--- config.mk ---
export PLATFORM = sky130hd
export DESIGN_NAME = gmbd_fifo
export DESIGN_NICKNAME = d
export VERILOG_FILES = /design/src/rtl/gmbd_pkg.sv /design/src/rtl/gmbd_fifo.sv
export SDC_FILE = /design/constraint.sdc
export NUM_CORES = 1
export LEC_CHECK = 0
export ABC_AREA = 1
export BUFFER_PORTS_ARGS = -buffer_cell sky130_fd_sc_hd__buf_4
export CAP_MARGIN = 5
export CORE_UTILIZATION = 35
export DETAILED_ROUTE_END_ITERATION = 10
export PLACE_DENSITY_LB_ADDON = 0.3
export SKIP_CTS_REPAIR_TIMING = 1
export SYNTH_ARGS = -nofsm -noshare
export SYNTH_HDL_FRONTEND = slang
export SYNTH_SLANG_ARGS = --single-unit
--- constraint.sdc ---
create_clock -name clk -period 6.94 [get_ports clk]
set_clock_uncertainty 0.2 [all_clocks]
set_input_delay 2.082 -clock clk [delete_from_list [all_inputs] [get_ports clk]]
set_output_delay 2.082 -clock clk [all_outputs]
set_load 0.01 [all_outputs]
--- src/rtl/gmbd_pkg.sv ---
`timescale 1ns / 1ps
`default_nettype none
// ----------------------------------------------------------------------------
// gmbd_pkg
// Shared types, constants and tables of the multi-bin Goertzel detector.
// ----------------------------------------------------------------------------
package gmbd_pkg;

    localparam int MAX_TARGETS  = 4;
    localparam int MAX_BLOCK    = 1024;
    localparam int SAMPLE_WIDTH = 16;
    localparam int ST_W         = 48;
    localparam int COEF_W       = 18;
    localparam int MUL_AW       = 53;
    localparam int MUL_BW       = 19;
    localparam int MUL_PW       = 56;
    localparam int MUL_LO_W     = 26;
    localparam int Z_W          = 21;
    localparam int CORDIC_STEPS = 16;
    localparam int FIFO_DEPTH   = 4;
    localparam int PI_Q16       = 205887;
    localparam int PHASE_MAX    = 25736;
    localparam int MAG_MAX      = 33554432;
    localparam int INV_GAIN_Q16 = 39797;

    localparam logic [2:0] CFG_BLOCK_LENGTH = 3'd0;
    localparam logic [2:0] CFG_TARGET_COUNT = 3'd1;
    localparam logic [2:0] CFG_COEFF_0      = 3'd2;
    localparam logic [2:0] CFG_COEFF_1      = 3'd3;
    localparam logic [2:0] CFG_COEFF_2      = 3'd4;
    localparam logic [2:0] CFG_COEFF_3      = 3'd5;

    typedef logic [1:0] tidx_t;

    typedef struct packed {
        logic [10:0]                      block_length;
        logic [2:0]                       target_count;
        logic [MAX_TARGETS-1:0][35:0]     coeff;
    } cfg_t;

    typedef struct packed {
        tidx_t                  idx;
        logic signed [ST_W-1:0] s1;
        logic signed [ST_W-1:0] s2;
        logic                   last;
    } entry_t;

    typedef enum logic [1:0] {
        M_IDLE,
        M_LO,
        M_HI,
        M_SUM
    } mul_state_t;

    typedef enum logic [2:0] {
        F_IDLE,
        F_MUL,
        F_WAIT,
        F_END,
        F_PUSH
    } front_state_t;

    typedef enum logic [3:0] {
        B_IDLE,
        B_RE,
        B_RE_W,
        B_IM,
        B_IM_W,
        B_PRE,
        B_ROT,
        B_MAG,
        B_MAG_W,
        B_FIN
    } back_state_t;

    function automatic logic [16:0] atan_q16(input logic [3:0] i);
        logic [16:0] r;
        begin
            case (i)
                4'd0:    r = 17'd51472;
                4'd1:    r = 17'd30386;
                4'd2:    r = 17'd16055;
                4'd3:    r = 17'd8150;
                4'd4:    r = 17'd4091;
                4'd5:    r = 17'd2047;
                4'd6:    r = 17'd1024;
                4'd7:    r = 17'd512;
                4'd8:    r = 17'd256;
                4'd9:    r = 17'd128;
                4'd10:   r = 17'd64;
                4'd11:   r = 17'd32;
                4'd12:   r = 17'd16;
                4'd13:   r = 17'd8;
                4'd14:   r = 17'd4;
                4'd15:   r = 17'd2;
                default: r = 17'd0;
            endcase
            return r;
        end
    endfunction

endpackage
`default_nettype wire

--- src/rtl/gmbd_fifo.sv ---
`timescale 1ns / 1ps
`default_nettype none
// ----------------------------------------------------------------------------
// gmbd_fifo
// Short queue of block-end snapshots between recursion front and CORDIC back.
// ----------------------------------------------------------------------------
module gmbd_fifo (
    input  wire logic              clk,
    input  wire logic              rst_n,
    input  wire logic              push,
    input  wire gmbd_pkg::entry_t  wr_data,
    output logic                   full,
    input  wire logic              pop,
    output gmbd_pkg::entry_t       rd_data,
    output logic                   empty
);
    gmbd_pkg::entry_t mem_reg [gmbd_pkg::FIFO_DEPTH];
    logic [1:0] wr_ptr_reg;
    logic [1:0] rd_ptr_reg;
    logic [2:0] count_reg;

    assign full    = (count_reg == 3'(gmbd_pkg::FIFO_DEPTH));
    assign empty   = (count_reg == 3'd0);
    assign rd_data = mem_reg[rd_ptr_reg];

    always_ff @(posedge clk or negedge rst_n)
    begin
        if (!rst_n)
        begin
            wr_ptr_reg <= 2'd0;
            rd_ptr_reg <= 2'd0;
            count_reg  <= 3'd0;
        end
        else
        begin
            if (push && !full)
                wr_ptr_reg <= wr_ptr_reg + 2'd1;
            if (pop && !empty)
                rd_ptr_reg <= rd_ptr_reg + 2'd1;
            count_reg <= count_reg + 3'(push && !full) - 3'(pop && !empty);
        end
    end

    always_ff @(posedge clk)
    begin
        if (push && !full)
            mem_reg[wr_ptr_reg] <= wr_data;
    end
endmodule
`default_nettype wire

Word-level counts from Yosys, hierarchy flattened
Memories as Yosys holds them, arrays and structs flattened.
Index checks and enable logic that the tools add are counted.
{ "classes": {"n_addsub": 4, "eq_ne": 1, "n_mux": 2, "n_reduce_logical": 5} }
{ "ops": {"columns": ["operator", "count"], "rows": [
  ["adder 2 x 1 -> 2 bit (second input constant)", 2],
  ["adder 3 x 1 -> 3 bit", 1],
  ["equality test 3 bit (second input constant)", 1],
  ["logical NOT 3 bit", 1],
  ["subtractor 3 x 1 -> 3 bit", 1],
  ["logical AND 1 bit", 2],
  ["logical NOT 1 bit", 2],
  ["2-to-1 mux 1 bit", 2]
]} }
{ "word_totals": {"regBits": 7, "ramBits": 396, "in_bits": 103, "output_inout_bits": 101, "elab_cells": 16, "mem_count": 1} }
{ "memory_table": {"columns": ["name", "depth", "width", "read_ports", "rd_ports_with_merged_regs", "write_ports", "line", "text"], "rows": [
  ["mem_reg", 4, 99, 1, 0, 1, "gmbd_fifo.sv:17", "gmbd_pkg::entry_t mem_reg [gmbd_pkg::FIFO_DEPTH];"]
]} }

Depth between registers and ports, before layout
Gate-level depths: netlist of run 1.
{ "logic_depth": {"depth_word": 5, "depth_mapped": 10, "depth_no_buf": 10} }

Worst setup path after synthesis of run 1
No wires, ideal clock.
{ "synth_path": {"path_type": "input -> register", "from": "input push", "to": "memory mem_reg[0][0] in the netlist's numbering (enable)", "arrival_ns": 6.351, "t_required_ns": 6.182, "slack_ns": -0.169, "stages": 2, "n_path_buf": 0, "cell_sequence": "nand2_1 > nor2_1"} }
{ "synth_between": {"elab_chain_cells": 3} }
{ "synth_lines": {"columns": ["item", "line", "text"], "rows": [
  ["start, declared", "gmbd_fifo.sv:10", "input wire logic push,"],
  ["logical AND 1 bit", "gmbd_fifo.sv:46", "if (push && !full)"],
  ["2-to-1 mux 1 bit", "gmbd_fifo.sv:46", null],
  ["2-to-1 mux 1 bit (implied by the code)", "gmbd_fifo.sv:47", "mem_reg[wr_ptr_reg] <= wr_data;"],
  ["end, declared", "gmbd_fifo.sv:17", null]
]} }
Every way passes these cells.

==> results of run 1 <==
metrics by stage:
step                cells  hold WS [ps]  cell area, µm²  utilization  TNS [ps]
floorplan            1311           261           15900            -    -67010
global placement     2053           299           18000        0.405         0
detailed placement   2053           306           18000        0.405         0
CTS                  2132           318           19400        0.438         0
global route         2133           336           19400        0.438         0
finish               2133           315           19400        0.438         0
power by group through the flow:
stage | registers (mW) | logic [mW] | clock network [mW]
5_1_grt | 3.41 | 3.20 | 2.47
6_report | 3.36 | 2.83 | 2.31
3_5_place_dp | 3.42 | 2.91 | 0
3_3_place_gp | 3.41 | 2.88 | 0
2_1_floorplan | 3.40 | 1.68 | 0
4_1_cts | 3.37 | 2.92 | 2.38
path summary, 6_finish.rpt:
kind,from,to,slack [ps]
max,rd_ptr_reg[0],rd_data[66],1230
min,count_reg[0],count_reg[0],310
max reg2reg,count_reg[1],mem_reg[3][6],4050
min reg2reg,count_reg[0],count_reg[0],310
max in group asynchronous,rst_n,rd_ptr_reg[0],5260
min in group asynchronous,rst_n,wr_ptr_reg[0],1130
routing by layer:
layer	wire length, µm	GRT usage	share of wire
met5	13	0	0.00039
met4	842	0.0524	0.025
met3	1930	0.0423	0.057
met2	16700	0.253	0.50
met1	14100	0.175	0.42
cells in the mapped netlist:
library cell,instances,share of area
clkbuf_1,25,0.0059
buf_2,21,0.0066
buf_4,3,0.0014
buf_6,2,0.0014
nand3_1,4,0.0013
inv_2,1,0.00024
o21ai_0,197,0.062
inv_1,113,0.027
buf_1,13,0.0031
nand2_1,316,0.075
edfxtp_1,396,0.75
dfrtp_1,7,0.011
clkinv_1,1,0.00024
fa_1,1,0.0013
nor2_1,203,0.048
ha_1,6,0.0047
o21ai_1,1,0.00032
nand3b_1,1,0.00047
kinds of logic (layout without fill, tap and decap cells):
| logic type | after synthesis | in the layout |
|---|---|---|
| and+or+nand+nor | 524 | 524 |
| buffers and inverters | 179 | 408 |
| AOI/OAI and AO/OA | 198 | 198 |
| adders and majority gates | 7 | 7 |
| other | 0 | 1 |
| DFF | 403 | 403 |
area by class of cell:
class                   count  share of cell area
flip-flops and latches    403               0.621
repair buffers            214              0.0858
inverters                 115              0.0225
clock inverters            31              0.0152
multi-input cells         729               0.159
clock buffers              48              0.0585
well taps                 592              0.0381
diodes                      1            0.000129
==> results.md, run 1 <==
- Status: completed
- Core area: 44400 µm²
- I/O pin cnt: 204
- Logic pwr share: 0.333
- Crit path DAT: 3430 ps
- DR DRC count: 0
- Psw: 2.88 mW
- WP depth: 5
- Fmax: 175 MHz
- WL/cell: 15.7 µm
- Setup WS pre-CTS: 1660 ps
- Layout cell share with drive strength beyond 1: 0.185
- GPL Wtd Cong: 0.762
- XOR/XNOR Fraction of Synth Area: 0
- Register area: 12100 µm²
- Sequential Power Share: 0.395
- Root buffer cell: clkbuf_16
- Post-detail-place hpwl: 18500 µm
- Synth Area in Adders: 0.00600
- Max reg flops: 396
- Tot Pwr: 8.50 mW
- Vias in the first global route: 9523
- CTS Buffer Depth: 3
- Synth Area in Simple Gates: 0.125
- Area of the multi-input gates: 3090 µm²
- Initial antenna violation count: 3
- Filler cell count: 4103
- Crit-path max FO: 87
- First-pass iteration count of the detailed router: 5
- Synth warn: 0
- Top cell by count, worst path: buf_4
- Max Cap Viol: 0
- Setup ws final: 1230 ps
- Final wirelength: 33600 µm
- Power Internal: 5.62 mW
- Die area: 46100 µm²
- Max incr delay on CP: 970 ps
- Worst path cell trace: clkinv_2 > buf_4 > o21ai_0 > nand2_1 > buf_4
- Final Hold Vio Count: 0
- Port bufs: 203
- Worst Path Required: 4660 ps
- Die Wd: 215 µm
- Overall Global Routing Usage: 0.147
- Hold crit path type: reg -> reg
- Leakage: 7.67 nW
- Num Clock Sinks: 403
- Critical path class: reg -> out
- Initial DRC Count: 562
- DIE HEIGHT: 215 µm
- Fin nets: 1617
- Max Slew Vio Count: 0
- Maximum VDD drop: 0.230 mV
- Commonest cells after routing, fill and taps aside: edfxtp_1 (396), nand2_1 (316), buf_4 (209)
- Crit share post-route: 0.823
- Worst setup EP type: output port
- Hold path depth: 1
- Pin count of the biggest net entering global routing: 121
- H-tree levels: 2
- Worst path bufs/invs: 3
- Post-synthesis compound-gate area fraction: 0.0625
- Antenna-violating nets left: 0
- Clk pin slew, worst setup/hold paths: 60 ps
- Min Tclk post-route: 5710 ps
- Vias/cell: 4.50
- Slew Limit Headroom: 0.200
- First-pass GRT wire length: 52900 µm
- Commonest non-fill, non-tap cell in the layout: edfxtp_1
- Transition time of the tightest slew-check pin: 1200 ps
- Worst path top cell family by delay: buffers and inverters
- Avg Cell Area, Syn: 12.1 µm²
- Net Sw Frac: 0.339
- Unrepaired setup endpoints after global routing: false
- Syn_nets: 1421
- Cells after Synth: 1311
- Initial Util: 0.357
- Count of cell types in the netlist: 18
- Register area share after synthesis: 0.761
- Max stage delay cell, worst path: dfrtp_4
- Mux share of post-synthesis cell area: 0
- PD cells: 437 nW/µm²
- Worst reg2reg path depth: 5
- Rows: 77
- Synthesized flop and latch total: 403
- CP startpoint kind: flip-flop
- Main combinational cell family by area after synthesis: simple AND/OR/NAND/NOR gates
- Routed via count: 9596
- Overflow after GRT: 0
- CTS Buf Count: 44
- P&R area growth vs syn: 22.7%
- Final setup viols: 0
- Clk_lat worst skew: 550 ps
- Post-synthesis cell area: 15900 µm²
- CTS tree: yes
- Clock share of power: 0.271
No activity file was read; power rests on OpenSTA's default activity.
==> inputs of run 2 (changes only) <==
clock period = 5.8 ns   (was 6.94 ns; I/O delays follow)
==> run 2 against run 1 <==
  * Worst hold slack better by 3.9 ps
  * Final cell count stayed put
  * Wire length is 6.6% higher
  * Die area stayed put
  * Core utilization is 0.43 points lower
  * Global-route usage is 0.95 points higher
  * Sequential power is 18% higher
  * Clock-buffer cell count is 8 higher
  * Critical path type unchanged
  * Critical endpoint is now rd_data[4]
==> results.md, run 2 (synthesis gave the netlist of run 1 again) <==
- First-pass GRT wire length: 55700 µm
- Max reg flops: 396
- Overall Global Routing Usage: 0.157
- Critical path class: reg -> out
- Max incr delay on CP: 570 ps
- Root buffer cell: clkbuf_16
- Fin nets: 1621
- Net Sw Frac: 0.346
- PD cells: 518 nW/µm²
- Final wirelength: 35800 µm
- Overflow after GRT: 0
- Transition time of the tightest slew-check pin: 1140 ps
- Clock share of power: 0.250
- Core area: 44400 µm²
- DIE HEIGHT: 215 µm
- Register area: 12100 µm²
- GPL Wtd Cong: 0.727
- Vias/cell: 4.56
- Worst path top cell family by delay: buffers and inverters
- Antenna-violating nets left: 0
- Die area: 46100 µm²
- Area of the multi-input gates: 3090 µm²
- Max Cap Viol: 0
- Power Internal: 6.52 mW
- Crit path DAT: 2610 ps
- Num Clock Sinks: 403
- Psw: 3.45 mW
- H-tree levels: 2
- Sequential Power Share: 0.396
- Max Slew Vio Count: 0
- P&R area growth vs syn: 21.5%
- Initial antenna violation count: 3
- Worst setup EP type: output port
- CTS tree: yes
- Initial Util: 0.357
- Maximum VDD drop: 0.362 mV
- Worst path cell trace: clkinv_2 > buf_4 > o21ai_0 > nand2_1 > buf_4
- Final Hold Vio Count: 0
- Filler cell count: 4061
- Port bufs: 203
- WL/cell: 16.8 µm
- Dpl cells: 2058
- Clk pin slew, worst setup/hold paths: 60 ps
- Logic pwr share: 0.353
- Commonest cells after routing, fill and taps aside: edfxtp_1 (396), nand2_1 (316), buf_4 (219)
- Total negative setup slack: 0 ps
- Top cell by count, worst path: buf_4
- CTS Buf Count: 43
- CP startpoint kind: flip-flop
- Vias in the first global route: 9751
- DR DRC count: 0
- Rows: 77
- Clk_lat worst skew: 550 ps
- CTS Buffer Depth: 3
- I/O pin cnt: 204
- Routed via count: 9729
- Post-detail-place hpwl: 21200 µm
- Hold crit path type: reg -> reg
- Unrepaired setup endpoints after global routing: false
- Leakage: 7.59 nW
- Crit share post-route: 0.785
- Min Tclk post-route: 4550 ps
- Die Wd: 215 µm
- Max stage delay cell, worst path: clkinv_2
- Tot Pwr: 9.97 mW
- Crit-path max FO: 47
- Initial DRC Count: 552
- Non-Filler Instances: 2133
- Layout cell share with drive strength beyond 1: 0.179
- Final setup viols: 0
- Pin count of the biggest net entering global routing: 134
- First-pass iteration count of the detailed router: 5
- Commonest non-fill, non-tap cell in the layout: edfxtp_1
- Status: completed
- Slew Limit Headroom: 0.238
- Fmax: 220 MHz
- Worst Path Required: 3860 ps
- Worst path bufs/invs: 3
-- run 2: cell types whose count changed in the layout (fill, tap and decap cells not counted) --
cell        previous run  this run
buf_12                 5         0
buf_4                209       219
bufinv_16              5         1
clkbuf_1               3        11
clkinv_2               7         4
clkinv_4               2         0
clkinvlp_4             2         1
diode_2                1         2
inv_6                  4         1
inv_8                  1         0
-- run 2: cell type report --
cell class | count | area share
multi-input cells | 729 | 0.161
inverters | 115 | 0.0227
clock buffers | 56 | 0.0606
well taps | 592 | 0.0385
flip-flops and latches | 403 | 0.627
diodes | 2 | 0.000260
clock inverters | 17 | 0.00507
repair buffers | 219 | 0.0854
-- run 2: final timing paths --
path                                  end  cells after the start  slack, ps     startpoint
setup / recovery               rd_data[4]                      5       1250  rd_ptr_reg[0]
setup reg to reg           mem_reg[3][41]                      5       3160   count_reg[1]
max in group asynchronous   rd_ptr_reg[0]                      1       4460          rst_n
hold / removal               count_reg[0]                      1        320   count_reg[0]
hold reg to reg              count_reg[0]                      1        320   count_reg[0]
min in group asynchronous   wr_ptr_reg[1]                      1        790          rst_n
-- run 2: routing by layer --
metal / global-route usage / vias up / wire [µm]
met5: 0 / - / 13
li1: - / 4810 / -
met3: 0.0386 / 51 / 1930
met4: 0.0500 / 2 / 842
met2: 0.263 / 199 / 17600
met1: 0.199 / 4667 / 15400
-- run 2: power groups by stage --
| stage | clock network [mW] | registers, mW | logic, mW |
|---|---|---|---|
| floorplan | 0 | 4.06 | 2.01 |
| global placement | 0 | 4.00 | 3.58 |
| detailed placement | 0 | 4.01 | 3.61 |
| CTS | 2.57 | 3.95 | 3.62 |
| global route | 2.69 | 4.00 | 3.96 |
| finish | 2.50 | 3.95 | 3.53 |
-- run 2: through the flow --
step	area (µm²)	hold slack (ps)	setup WS, ps	utilization
floorplan	15900	261	-967	-
global route	19200	347	985	0.433
global placement	18000	294	1770	0.405
CTS	19200	324	1140	0.433
finish	19300	319	1250	0.434
detailed placement	18000	311	1750	0.405
==> inputs of run 3 (changes only) <==
clock period = 3.9 ns   (was 5.8 ns; I/O delays follow)
==> run 3 against run 2 <==
  * Cell area increased by 1.8%
  * Worst hold slack got worse by 92 ps
  * Power increased by 51%
  * Non-clock buffer count increased by 14
  * Sequential cell count unchanged
  * Highest routed layer is now met4
==> results.md, run 3 (synthesis gave the netlist of run 1 again) <==
- Net Sw Frac: 0.339
- DR DRC count: 0
- Commonest non-fill, non-tap cell in the layout: edfxtp_1
- Rows: 77
- Initial Util: 0.357
- Die Wd: 215 µm
- Die area: 46100 µm²
- Initial DRC Count: 580
- First-pass GRT wire length: 53000 µm
- Hold crit path type: in -> async
- Max Cap Viol: 0
- Num Clock Sinks: 403
- CP startpoint kind: flip-flop
- WHS: 227 ps
- Maximum VDD drop: 0.538 mV
- Dpl cells: 2072
- Slew Limit Headroom: 0.501
- Critical path class: reg -> out
- Worst Setup SP: rd_ptr_reg[0]
- Max reg flops: 396
- Worst Path Required: 2530 ps
- Met3 Usage GRT: 0.0331
- GPL Wtd Cong: 0.746
- Worst reg2reg path depth: 9
- Root buffer cell: clkbuf_16
- CTS Buffer Depth: 3
- Fmax: 276 MHz
- Final setup viols: 0
- Sequential Power Share: 0.391
- Worst setup EP type: output port
- Most used routing layer: met2
- Final wirelength: 34000 µm
- Clk pin slew, worst setup/hold paths: 60 ps
- Pin count of the biggest net entering global routing: 121
- Min Tclk post-route: 3620 ps
- Fin nets: 1634
- Leakage: 7.74 nW
- Port bufs: 203
- CTS tree: yes
- Met1 usage: 0.186
- P&R area growth vs syn: 23.6%
- Non-Filler Instances: 2143
- Core area: 44400 µm²
- Cell Area, Placed: 18300 µm²
- Overall Global Routing Usage: 0.148
- PD cells: 769 nW/µm²
- Clock share of power: 0.249
- Crit share post-route: 0.928
- Crit path DAT: 2250 ps
- Tot Pwr: 15.1 mW
- I/O pin cnt: 204
- Met2 Track Usage GR: 0.255
- Unrepaired setup endpoints after global routing: false
- Logic pwr share: 0.360
- CTS Buf Count: 42
- Psw: 5.10 mW
- Initial antenna violation count: 2
- Status: completed
- Routed via count: 9653
- Crit-path max FO: 52
- First-pass iteration count of the detailed router: 7
- Critical R2R Launch: count_reg[1]
- Commonest cells after routing, fill and taps aside: edfxtp_1 (396), nand2_1 (316), buf_4 (214)
- Final instance area: 19600 µm²
- WL/cell: 15.9 µm
- Antenna-violating nets left: 0
- Max Slew Vio Count: 0
- H-tree levels: 2
- Power Internal: 9.96 mW
- Layout cell share with drive strength beyond 1: 0.189
- Post-detail-place hpwl: 20000 µm
- Layout Utilization: 0.441
- DIE HEIGHT: 215 µm
- Vias in the first global route: 9419
- Transition time of the tightest slew-check pin: 746 ps
- Clk_lat worst skew: 550 ps
- Final Hold Vio Count: 0
- Vias/cell: 4.50
- Overflow after GRT: 0
## run 3: cell count changes in the layout (fill, tap and decap cells not counted), moves of 2 or more
cell	before	now
clkinv_1	12	7
bufinv_16	1	3
clkinv_2	4	6
buf_12	0	19
clkbuf_16	45	43
buf_4	219	214
## run 3: critical path: stages, from the launching register on
cell	delay (ps)
dfrtp_4	630
clkinv_2	240
buf_12	260
o21ai_0	210
nand2_1	140
buf_4	170
## run 3: final timing paths
kind	endpoint	slack, ps
max	rd_data[9]	280
min	count_reg[2]	230
max reg2reg	count_reg[2]	1520
min reg2reg	count_reg[0]	310
max in group asynchronous	rd_ptr_reg[0]	3130
min in group clk	count_reg[0]	310
## run 3: final cells by class
| class | instances | area (µm²) |
|---|---|---|
| fill | 3999 | 24800 |
| sequential | 403 | 12100 |
| multi-input combinational | 729 | 3090 |
| timing repair buffer | 233 | 1990 |
| clock buffer | 53 | 1110 |
| tap | 592 | 741 |
| inverter | 115 | 438 |
| clock inverter | 16 | 150 |
| antenna | 2 | 5.00 |
## run 3: layer usage
metal  share of wire  routed length [µm]  up-vias
met3           0.047                1610       46
met2            0.49               16800      186
met5               0                   0        -
met1            0.44               14900     4596
li1                -                   -     4825
met4           0.022                 757        0
## run 3: stage by stage
stage               setup TNS, ps  worst slack [ps]
finish                          0               281
global route                    0              86.3
CTS                             0               264
detailed placement              0               809
global placement                0               811
floorplan                 -267070              -674
## run 3: power groups by stage
stage                     logic (mW)  clock network, mW  registers, mW
after global placement          5.51                  0           5.96
after global routing            6.08               4.01           5.97
after CTS                       5.58               3.87           5.90
final                           5.43               3.75           5.89
after detailed placement        5.56                  0           5.99
after floorplan                 3.00                  0           5.98
