<file path="config.mk">
export PLATFORM = sky130hd
export DESIGN_NAME = gmbd_front
export DESIGN_NICKNAME = d
export VERILOG_FILES = /design/src/rtl/gmbd_pkg.sv /design/src/rtl/gmbd_mulq16.sv /design/src/rtl/gmbd_front.sv
export SDC_FILE = /design/constraint.sdc
export NUM_CORES = 2
export LEC_CHECK = 0
export ABC_AREA = 0
export BUFFER_PORTS_ARGS = -buffer_cell sky130_fd_sc_hd__buf_2
export CAP_MARGIN = 20
export CORE_MARGIN = 8
export CORE_UTILIZATION = 39
export DETAILED_ROUTE_END_ITERATION = 10
export GPL_ROUTABILITY_DRIVEN = 0
export GPL_TIMING_DRIVEN = 0
export SLEW_MARGIN = 15
export SYNTH_ARGS = -nofsm -noshare
export SYNTH_HDL_FRONTEND = slang
export SYNTH_SLANG_ARGS = --single-unit
export TNS_END_PERCENT = 1
</file>
<file path="constraint.sdc">
create_clock -name clk -period 10.15 [get_ports clk]
set_input_delay 0.5075 -clock clk [delete_from_list [all_inputs] [get_ports clk]]
set_output_delay 0.5075 -clock clk [all_outputs]
set_load 0.005 [all_outputs]
</file>
<file path="src/rtl/gmbd_pkg.sv">
`timescale 1ns / 1ps
`default_nettype none
// ----------------------------------------------------------------------------
// gmbd_pkg
// Shared types, constants and tables of the multi-bin Goertzel detector.
// ----------------------------------------------------------------------------
package gmbd_pkg;

    localparam int MAX_TARGETS  = 4;
    localparam int MAX_BLOCK    = 1024;
    localparam int SAMPLE_WIDTH = 16;
    localparam int ST_W         = 48;
    localparam int COEF_W       = 18;
    localparam int MUL_AW       = 53;
    localparam int MUL_BW       = 19;
    localparam int MUL_PW       = 56;
    localparam int MUL_LO_W     = 26;
    localparam int Z_W          = 21;
    localparam int CORDIC_STEPS = 16;
    localparam int FIFO_DEPTH   = 4;
    localparam int PI_Q16       = 205887;
    localparam int PHASE_MAX    = 25736;
    localparam int MAG_MAX      = 33554432;
    localparam int INV_GAIN_Q16 = 39797;

    localparam logic [2:0] CFG_BLOCK_LENGTH = 3'd0;
    localparam logic [2:0] CFG_TARGET_COUNT = 3'd1;
    localparam logic [2:0] CFG_COEFF_0      = 3'd2;
    localparam logic [2:0] CFG_COEFF_1      = 3'd3;
    localparam logic [2:0] CFG_COEFF_2      = 3'd4;
    localparam logic [2:0] CFG_COEFF_3      = 3'd5;

    typedef logic [1:0] tidx_t;

    typedef struct packed {
        logic [10:0]                      block_length;
        logic [2:0]                       target_count;
        logic [MAX_TARGETS-1:0][35:0]     coeff;
    } cfg_t;

    typedef struct packed {
        tidx_t                  idx;
        logic signed [ST_W-1:0] s1;
        logic signed [ST_W-1:0] s2;
        logic                   last;
    } entry_t;

    typedef enum logic [1:0] {
        M_IDLE,
        M_LO,
        M_HI,
        M_SUM
    } mul_state_t;

    typedef enum logic [2:0] {
        F_IDLE,
        F_MUL,
        F_WAIT,
        F_END,
        F_PUSH
    } front_state_t;

    typedef enum logic [3:0] {
        B_IDLE,
        B_RE,
        B_RE_W,
        B_IM,
        B_IM_W,
        B_PRE,
        B_ROT,
        B_MAG,
        B_MAG_W,
        B_FIN
    } back_state_t;

    function automatic logic [16:0] atan_q16(input logic [3:0] i);
        logic [16:0] r;
        begin
            case (i)
                4'd0:    r = 17'd51472;
                4'd1:    r = 17'd30386;
                4'd2:    r = 17'd16055;
                4'd3:    r = 17'd8150;
                4'd4:    r = 17'd4091;
                4'd5:    r = 17'd2047;
                4'd6:    r = 17'd1024;
                4'd7:    r = 17'd512;
                4'd8:    r = 17'd256;
                4'd9:    r = 17'd128;
                4'd10:   r = 17'd64;
                4'd11:   r = 17'd32;
                4'd12:   r = 17'd16;
                4'd13:   r = 17'd8;
                4'd14:   r = 17'd4;
                4'd15:   r = 17'd2;
                default: r = 17'd0;
            endcase
            return r;
        end
    endfunction

endpackage
`default_nettype wire

</file>
<file path="src/rtl/gmbd_mulq16.sv">
`timescale 1ns / 1ps
`default_nettype none
// ----------------------------------------------------------------------------
// gmbd_mulq16
// Multi-cycle signed multiply with Q16 round-half-up: floor((a*b + 2^15)/2^16).
// ----------------------------------------------------------------------------
module gmbd_mulq16 (
    input  wire logic                                 clk,
    input  wire logic                                 rst_n,
    input  wire logic                                 start,
    input  wire logic signed [gmbd_pkg::MUL_AW-1:0]   a,
    input  wire logic signed [gmbd_pkg::MUL_BW-1:0]   b,
    output logic                                      done,
    output logic signed [gmbd_pkg::MUL_PW-1:0]        p
);
    localparam int LW = gmbd_pkg::MUL_LO_W;
    localparam int PPW = LW + 1 + gmbd_pkg::MUL_BW;
    localparam int FW = gmbd_pkg::MUL_AW + gmbd_pkg::MUL_BW;

    gmbd_pkg::mul_state_t state_reg, state_next;
    logic signed [gmbd_pkg::MUL_AW-1:0] a_reg;
    logic signed [gmbd_pkg::MUL_BW-1:0] b_reg;
    logic signed [PPW-1:0]              plo_reg;
    logic signed [PPW-1:0]              phi_reg;
    logic signed [gmbd_pkg::MUL_PW-1:0] p_reg;
    logic                               done_reg;
    logic signed [FW-1:0]               full_w;

    always_comb
    begin
        state_next = state_reg;
        case (state_reg)
            gmbd_pkg::M_IDLE: if (start) state_next = gmbd_pkg::M_LO;
            gmbd_pkg::M_LO:   state_next = gmbd_pkg::M_HI;
            gmbd_pkg::M_HI:   state_next = gmbd_pkg::M_SUM;
            gmbd_pkg::M_SUM:  state_next = gmbd_pkg::M_IDLE;
            default:          state_next = gmbd_pkg::M_IDLE;
        endcase
    end

    assign full_w = ($signed({{(FW-PPW){phi_reg[PPW-1]}}, phi_reg}) <<< LW)
                  + $signed({{(FW-PPW){plo_reg[PPW-1]}}, plo_reg})
                  + $signed(FW'(32768));

    always_ff @(posedge clk or negedge rst_n)
    begin
        if (!rst_n)
        begin
            state_reg <= gmbd_pkg::M_IDLE;
            done_reg  <= 1'b0;
        end
        else
        begin
            state_reg <= state_next;
            done_reg  <= (state_reg == gmbd_pkg::M_SUM);
        end
    end

    always_ff @(posedge clk)
    begin
        if (state_reg == gmbd_pkg::M_IDLE && start)
        begin
            a_reg <= a;
            b_reg <= b;
        end
        if (state_reg == gmbd_pkg::M_LO)
            plo_reg <= $signed({1'b0, a_reg[LW-1:0]}) * b_reg;
        if (state_reg == gmbd_pkg::M_HI)
            phi_reg <= PPW'($signed(a_reg[gmbd_pkg::MUL_AW-1:LW]) * b_reg);
        if (state_reg == gmbd_pkg::M_SUM)
            p_reg <= full_w[FW-1:16];
    end

    assign done = done_reg;
    assign p    = p_reg;
endmodule
`default_nettype wire

</file>
<file path="src/rtl/gmbd_front.sv">
`timescale 1ns / 1ps
`default_nettype none
// ----------------------------------------------------------------------------
// gmbd_front
// Sample intake and the four Goertzel recursions; snapshots bins at block end.
// ----------------------------------------------------------------------------
module gmbd_front (
    input  wire logic                                     clk,
    input  wire logic                                     rst_n,
    input  wire gmbd_pkg::cfg_t                           cfg,
    input  wire logic                                     sample_valid,
    output logic                                          sample_stall,
    input  wire logic signed [gmbd_pkg::SAMPLE_WIDTH-1:0] sample,
    output logic                                          push,
    output gmbd_pkg::entry_t                              push_data,
    input  wire logic                                     fifo_full
);
    localparam int SW = gmbd_pkg::ST_W;
    localparam int XW = SW + 10;
    localparam logic signed [XW-1:0] ST_MAX = (XW'(1) <<< (SW - 1)) - XW'(1);
    localparam logic signed [XW-1:0] ST_MIN = -ST_MAX - XW'(1);

    gmbd_pkg::front_state_t state_reg, state_next;
    logic [1:0]  k_reg;
    logic [10:0] cnt_reg;
    logic signed [gmbd_pkg::SAMPLE_WIDTH-1:0] x_reg;
    logic signed [SW-1:0] s1_reg [gmbd_pkg::MAX_TARGETS];
    logic signed [SW-1:0] s2_reg [gmbd_pkg::MAX_TARGETS];

    logic [10:0] len_eff;
    logic [2:0]  tc_eff;
    logic [10:0] cnt_inc;
    logic        blk_end;
    logic        last_k;
    logic        mul_start;
    logic        mul_done;
    logic signed [gmbd_pkg::MUL_PW-1:0] mul_p;
    logic signed [gmbd_pkg::MUL_AW-1:0] mul_a;
    logic signed [gmbd_pkg::MUL_BW-1:0] mul_b;
    logic signed [gmbd_pkg::COEF_W-1:0] cos_k;
    logic signed [XW-1:0] s0_w;
    logic signed [SW-1:0] s0_sat;

    always_comb
    begin
        len_eff = cfg.block_length;
        if (cfg.block_length == 11'd0)
            len_eff = 11'd1;
        else if (cfg.block_length > 11'(gmbd_pkg::MAX_BLOCK))
            len_eff = 11'(gmbd_pkg::MAX_BLOCK);
        tc_eff = (cfg.target_count > 3'(gmbd_pkg::MAX_TARGETS)) ?
                 3'(gmbd_pkg::MAX_TARGETS) : cfg.target_count;
    end

    assign cnt_inc = cnt_reg + 11'd1;
    assign blk_end = (cnt_inc >= len_eff);
    assign last_k  = ({1'b0, k_reg} + 3'd1 == tc_eff);
    assign cos_k   = $signed(cfg.coeff[k_reg][35:18]);
    assign mul_a   = {{(gmbd_pkg::MUL_AW-SW){s1_reg[k_reg][SW-1]}}, s1_reg[k_reg]};
    assign mul_b   = {cos_k, 1'b0};

    assign s0_w = $signed({{(XW-gmbd_pkg::SAMPLE_WIDTH){x_reg[gmbd_pkg::SAMPLE_WIDTH-1]}},
                           x_reg})
                + $signed({{(XW-gmbd_pkg::MUL_PW){mul_p[gmbd_pkg::MUL_PW-1]}}, mul_p})
                - $signed({{(XW-SW){s2_reg[k_reg][SW-1]}}, s2_reg[k_reg]});

    always_comb
    begin
        if (s0_w > ST_MAX)
            s0_sat = ST_MAX[SW-1:0];
        else if (s0_w < ST_MIN)
            s0_sat = ST_MIN[SW-1:0];
        else
            s0_sat = s0_w[SW-1:0];
    end

    gmbd_mulq16 u_mul (
        .clk   (clk),
        .rst_n (rst_n),
        .start (mul_start),
        .a     (mul_a),
        .b     (mul_b),
        .done  (mul_done),
        .p     (mul_p)
    );

    always_comb
    begin
        state_next = state_reg;
        case (state_reg)
            gmbd_pkg::F_IDLE:
                if (sample_valid) state_next = gmbd_pkg::F_MUL;
            gmbd_pkg::F_MUL:
                state_next = gmbd_pkg::F_WAIT;
            gmbd_pkg::F_WAIT:
                if (mul_done)
                    state_next = (k_reg == 2'(gmbd_pkg::MAX_TARGETS - 1)) ?
                                 gmbd_pkg::F_END : gmbd_pkg::F_MUL;
            gmbd_pkg::F_END:
                if (blk_end && tc_eff != 3'd0)
                    state_next = gmbd_pkg::F_PUSH;
                else
                    state_next = gmbd_pkg::F_IDLE;
            gmbd_pkg::F_PUSH:
                if (!fifo_full && last_k) state_next = gmbd_pkg::F_IDLE;
            default:
                state_next = gmbd_pkg::F_IDLE;
        endcase
    end

    always_comb
    begin
        sample_stall   = 1'b1;
        mul_start      = 1'b0;
        push           = 1'b0;
        push_data.idx  = k_reg;
        push_data.s1   = s1_reg[k_reg];
        push_data.s2   = s2_reg[k_reg];
        push_data.last = last_k;
        case (state_reg)
            gmbd_pkg::F_IDLE: sample_stall = 1'b0;
            gmbd_pkg::F_MUL:  mul_start = 1'b1;
            gmbd_pkg::F_PUSH: push = !fifo_full;
            default:          sample_stall = 1'b1;
        endcase
    end

    always_ff @(posedge clk or negedge rst_n)
    begin
        if (!rst_n)
        begin
            state_reg <= gmbd_pkg::F_IDLE;
            k_reg     <= 2'd0;
            cnt_reg   <= 11'd0;
            for (int i = 0; i < gmbd_pkg::MAX_TARGETS; i++)
            begin
                s1_reg[i] <= '0;
                s2_reg[i] <= '0;
            end
        end
        else
        begin
            state_reg <= state_next;
            case (state_reg)
                gmbd_pkg::F_IDLE:
                    k_reg <= 2'd0;
                gmbd_pkg::F_WAIT:
                    if (mul_done)
                    begin
                        s2_reg[k_reg] <= s1_reg[k_reg];
                        s1_reg[k_reg] <= s0_sat;
                        k_reg         <= k_reg + 2'd1;
                    end
                gmbd_pkg::F_END:
                begin
                    k_reg <= 2'd0;
                    if (!blk_end)
                        cnt_reg <= cnt_inc;
                    else if (tc_eff == 3'd0)
                    begin
                        cnt_reg <= 11'd0;
                        for (int i = 0; i < gmbd_pkg::MAX_TARGETS; i++)
                        begin
                            s1_reg[i] <= '0;
                            s2_reg[i] <= '0;
                        end
                    end
                end
                gmbd_pkg::F_PUSH:
                    if (!fifo_full)
                    begin
                        k_reg <= k_reg + 2'd1;
                        if (last_k)
                        begin
                            cnt_reg <= 11'd0;
                            for (int i = 0; i < gmbd_pkg::MAX_TARGETS; i++)
                            begin
                                s1_reg[i] <= '0;
                                s2_reg[i] <= '0;
                            end
                        end
                    end
                default:
                    k_reg <= k_reg;
            endcase
        end
    end

    always_ff @(posedge clk)
    begin
        if (state_reg == gmbd_pkg::F_IDLE && sample_valid)
            x_reg <= sample;
    end
endmodule
`default_nettype wire

</file>
# == Word level (Yosys, flattened, before mapping) ==
# Cells that the tools add are included.
# op_classes
mux,44
mul,2
n_eq_ne,18
bitwise,1
add_sub_neg,7
order_cmp,8
reduce_logical,19
# ops
op,count
$mux 192,6
$pmux 192 s3,2
$bwmux 192,2
$mux 48,7
$bmux 48 s2,2
$demux 48 s2,1
$add 72x17->72 const B,1
$add 72x46->72,1
$bmux 36 s2,1
$mux 11,6
$gt 58x48->1 const B,1
$lt 58x48->1 const B,1
$sub 57x48->58,1
$add 16x56->57,1
$mul 27x18->45,1
$mul 22x18->40,1
$mux 36,1
$pmux 11 s2,1
$mux 3,5
$pmux 3 s5,1
$ne 2x2->1 const B,6
$add 11x1->11 const B,1
$ge 11x11->1,1
$gt 11x11->1 const B,1
30 further kinds,47
# totals
ff_bits,631
wordCells,118
input_bits,178

# == Depth between registers and ports, before layout ==
# depth
depth_word,11
depth_mapped,27

# == By module ==
# From an unflattened synthesis, not the netlist that was laid out.
# unflattened
cells_unflattened,6631
hier_area_um2,66399.9
# modules_own_cells
module,cells_each,instances,seq_area_each_um2,area_per_inst_um2
gmbd_mulq16,4241,1,6231.0,42199.2
gmbd_front,2390,1,10490.1,24200.7

# == Worst setup path before layout ==
# OpenSTA, ideal clock, no wires.
# synth_path
path_kind,register to register
from,register u_mul.b_reg[4] in the netlist's numbering
to,register u_mul.phi_reg[44] (data pin)
arrival_ns,6.657
path_buffers,2
path_stages_with_launch,26
synth_period_minus_slack_ns,6.917
t_required_ns,9.890
path_slack_ns,3.233
path_cell_list,edfxtp_1 -> clkbuf_1 -> clkbuf_1 -> nand2_1 -> fa_1 -> inv_1 -> fa_1 -> inv_1 -> fa_1 -> inv_1 -> fa_1 -> inv_1 -> fa_1 -> inv_1 -> fa_1 -> ha_1 -> a21o_1 -> a21o_1 -> a2111oi_0 -> a21oi_1 -> a2111o_1 -> a31o_2 -> o41ai_1 -> o21bai_1 -> a21oi_1 -> xnor2_1
# synth_between
elab_chain_len,1
# synth_rtl
item,line_no,source
from (decl),gmbd_mulq16.sv:22,logic signed [gmbd_pkg::MUL_BW-1:0] b_reg;
from (signal assigned),gmbd_mulq16.sv:64,b_reg <= b;
$mul 22x18->40,gmbd_mulq16.sv:69,phi_reg <= PPW'($signed(a_reg[gmbd_pkg::MUL_AW-1:LW]) * b_reg);
to (signal assigned),gmbd_mulq16.sv:69,
to (decl),gmbd_mulq16.sv:24,logic signed [PPW-1:0] phi_reg;
# No other way between the ends.
# A chain may end at the register's enable or synchronous reset.

# == Final worst setup path ==
# layout_path
from,register k_reg[0]
to,register s1_reg[48] in the netlist's numbering
# layout_between
elab_chain_len,11
# layout_rtl
item,line_no,source
from (decl),gmbd_front.sv:24,logic [1:0] k_reg;
from (signal assigned),gmbd_front.sv:152,k_reg <= k_reg + 2'd1;
from (signal assigned),gmbd_front.sv:172,k_reg <= k_reg + 2'd1;
from (signal assigned),gmbd_front.sv:184,k_reg <= k_reg;
$not 2->3 (implied by the code),"gmbd_front.sv:65, gmbd_front.sv:151",
$bmux 48 s2,gmbd_front.sv:65,"- $signed({{(XW-SW){s2_reg[k_reg][SW-1]}}, s2_reg[k_reg]});"
$mux 48 (implied by the code) (2 in a row),gmbd_front.sv:65,
$sub 57x48->58,gmbd_front.sv:65,
$lt 58x48->1,gmbd_front.sv:71,else if (s0_w < ST_MIN)
$mux 48,gmbd_front.sv:71,
$mux 48,gmbd_front.sv:69,if (s0_w > ST_MAX)
$bwmux 192,gmbd_front.sv:151,s1_reg[k_reg] <= s0_sat;
$mux 192,gmbd_front.sv:148,if (mul_done)
$pmux 192 s3,gmbd_front.sv:144,case (state_reg)
"to (signal, indexed assignment)",gmbd_front.sv:151,
to (decl),gmbd_front.sv:27,logic signed [SW-1:0] s1_reg [gmbd_pkg::MAX_TARGETS];
# Parallel ways exist; a longest one is shown, timed or not. The select of a mux whose other input is x is not followed.

==> flow_metrics.py <==
metrics = {
    "critical_path": {
        "crit_buf_inv": 8,
        "critical_path_cell_count": 22,
        "worstPathRequired_ns": 10.68,
        "crit_type": "register to register",
        "cp_top_family": "buffers and inverters",
        "worstReg2RegEnd": "s1_reg[48]",
        "critPathCaptureType": "register",
        "crit_top_cell": "clkbuf_1",
        "r2r_setup_slack_ns": 0.85,
        "reg2reg_from": "k_reg[0]",
        "start_kind": "register",
        "slowest_stage": "clkbuf_1",
        "path_cells": "clkbuf_1 -> clkbuf_2 -> buf_1 -> buf_6 -> mux4_2 -> fa_1 -> inv_1 -> ha_1 -> clkbuf_1 -> nand4_1 -> or4_1 -> a211oi_1 -> o211ai_1 -> a311oi_1 -> a2111oi_4 -> a21oi_1 -> nor4bb_1 -> nand4_1 -> clkbuf_1 -> buf_2 -> a21oi_1 -> o2bb2ai_1",
        "critPathCapture": "s1_reg[48]",
        "startpoint": "k_reg[0]",
        "cp_data_arrival_time_ns": 9.83,
        "slowest_delay_ns": 0.80,
        "reg2reg_depth": 22,
        "path_max_fanout": 10,
    },
    "synth": {
        "synth_ff_type": "dfrtp_1",
        "yosysSeqAreaShare": 0.265,
        "avgSynthCellArea_um2": 10.2,
        "async_reset_ff_frac": 0.658,
        "synthesis.area_um2": 61700,
        "synth-edff-count": 209,
        "synth_cells": 6065,
        "ys_types": 74,
        "synth_warnings": 0,
        "synth_seq_cells": 612,
        "synthesis.nets": 7440,
    },
    "timing": {
        "finalSetupTns_ns": 0,
        "timing.slew.headroom": 0.166,
        "finalSetupViolCount": 0,
        "post-route-period-util": 0.916,
        "drv_slew": 0,
        "clock.fmax_mhz": 108,
        "period_needed_ns": 9.30,
        "hold_viol": 0,
        "skew_ns": 0.0473,
        "max_slew.worst_pin.slew_ns": 1.25,
        "rsz0062_at_grt": "no",
    },
    "detailed_routing": {
        "post-route-drc-count": 0,
        "ant_nets": 0,
        "drt_pass1_iterations": 7,
        "routed_wl_mm": 204,
        "wire_per_inst_um": 23.9,
        "viasPerCell": 5.50,
        "vias": 46800,
        "drt_iter0_drc": 4255,
    },
    "global_routing": {
        "grt.overflow.total": 0,
        "grt_usage": 0.239,
        "grt_pass1_vias": 49000,
        "grt_antenna_before_repair": 16,
        "grt_pass1_wl_mm": 309,
        "grt_max_degree": 102,
    },
    "die": {
        "coreArea_um2": 158000,
        "io_pins": 279,
        "row_count": 146,
        "die_height_um": 414,
        "initial_utilization": 0.391,
        "dieArea_um2": 171000,
        "die_width_um": 414,
    },
    "clocking": {
        "clkTransAtPathRegs_ns": 0.06,
        "clk_latency_ns": 0.71,
        "ctsHtreeMaxLevel": 3,
        "cts_tree": "built",
        "cts.sinks": 612,
        "post_cts_buffers": 0,
        "cts_buffers": 72,
        "clockRootBuffer": "clkbuf_16",
        "cts_max_path_buffers": 3,
        "postCtsResizedCells": 0,
    },
    "layout": {
        "syn2layout_area_growth_pct": 10.8,
        "layout_commonest_cell": "inv_1",
        "final_cell_mix": "inv_1, fa_1, nand2_1",
        "final_layout_size_suffix_gt1_frac": 0.0817,
        "fin_cells": 8522,
        "num-nets-final": 7757,
    },
    "place": {
        "dp.cells": 8360,
        "dp_hpwl_mm": 160,
        "port-buffer-count": 206,
    },
    "flow_run": {
        "cap_violations": 0,
    },
    "hold_path": {
        "min_path_type": "input pin to register",
    },
    "status": {
        "status": "finished, final reports clean",
    },
}
==> layer usage <==
layer	wire length [um]	track usage	vias to the layer above
li1	-	-	20400
met1	84300	0.323	23900
met2	91200	0.374	2048
met3	18600	0.0541	424
met4	9450	0.0969	8
met5	53	0	-
==> through the flow <==
step	hold WS (ns)	utilization	instance area (um2)	setup WS, ns
2_1_floorplan	0.212	-	61700	3.23
3_3_place_gp	0.465	0.414	65400	0.0741
3_5_place_dp	0.466	0.416	65700	0.665
4_1_cts	0.0938	0.433	68300	0.572
5_1_grt	0.164	0.433	68400	0.696
6_report	0.149	0.433	68400	0.855
==> cells by family after synthesis <==
logic type      count (synthesis)  synth area share
compound gates               1112             0.126
xor+xnor                      175            0.0248
fa+ha+maj                    1197             0.344
buf+inv                      1477            0.0911
flops                         612             0.265
mux                           120            0.0426
simple gates                 1372             0.107
==> worst reg2reg max path: cells and delay by family (launching register included) <==
family / cells / cell delay (ns)
buf+inv: 8 / 3.55
flops: 1 / 0.39
mux: 1 / 0.63
simple gates: 4 / 1.86
fa+ha+maj: 2 / 0.84
compound gates: 7 / 1.87
==> worst min path at each step <==
stage,from,to,slack [ns],cells past startpoint
5_1_grt,sample_valid,state_reg[0],0.16,3
4_1_cts,sample_valid,state_reg[0],0.09,3
3_5_place_dp,rst_n,s2_reg[84],0.47,1
2_1_floorplan,rst_n,cnt_reg[0],0.21,0
6_report,sample_valid,state_reg[0],0.15,3
3_3_place_gp,s1_reg[151],s1_reg[151],0.47,1
==> layout make-up <==
cell class | count | area, um2
Multi-Input combinational cell | 3976 | 39800
Tap cell | 2072 | 2590
Clock inverter | 47 | 515
Fill cell | 15200 | 89400
Sequential cell | 612 | 16400
Inverter | 1127 | 4230
Clock buffer | 87 | 1960
Buffer | 350 | 1400
Timing Repair Buffer | 243 | 1540
Antenna cell | 8 | 20.0
==> repair_timing <==
item                                    in CTS  in global routing
hold buffers                                17                  0
endpoints found under the hold margin       69                  0
endpoints found under the setup margin       0                  0
==> cells in the mapped netlist, drive strengths merged (8+ instances only) <==
cell | count | area [um2]
xnor2 | 132 | 1160
nand4 | 45 | 282
o2bb2ai | 189 | 1660
fa | 832 | 16700
and4 | 8 | 70.1
a21o | 79 | 593
a21oi | 342 | 1710
nand2 | 634 | 2380
a2111oi | 8 | 88.8
or3 | 8 | 50.1
ha | 365 | 4570
and2 | 333 | 2080
nand2b | 44 | 275
mux4 | 114 | 2570
o21a | 30 | 225
nand3 | 36 | 180
nor2 | 161 | 604
nor3 | 33 | 165
a22o | 196 | 1720
o211ai | 15 | 113
nor4 | 12 | 90.1
a21boi | 10 | 75.1
a31oi | 35 | 219
and3 | 21 | 136
dfrtp | 403 | 10100
o21ai | 98 | 490
nor2b | 16 | 100
a211oi | 17 | 128
o21bai | 29 | 218
buf | 48 | 259
clkbuf | 302 | 1130
edfxtp | 209 | 6280
inv | 1125 | 4220
xor2 | 43 | 377
Power is left out: the tool's default activity adds up to more than one toggle a clock period on the data nets, which glitch-free logic cannot reach.
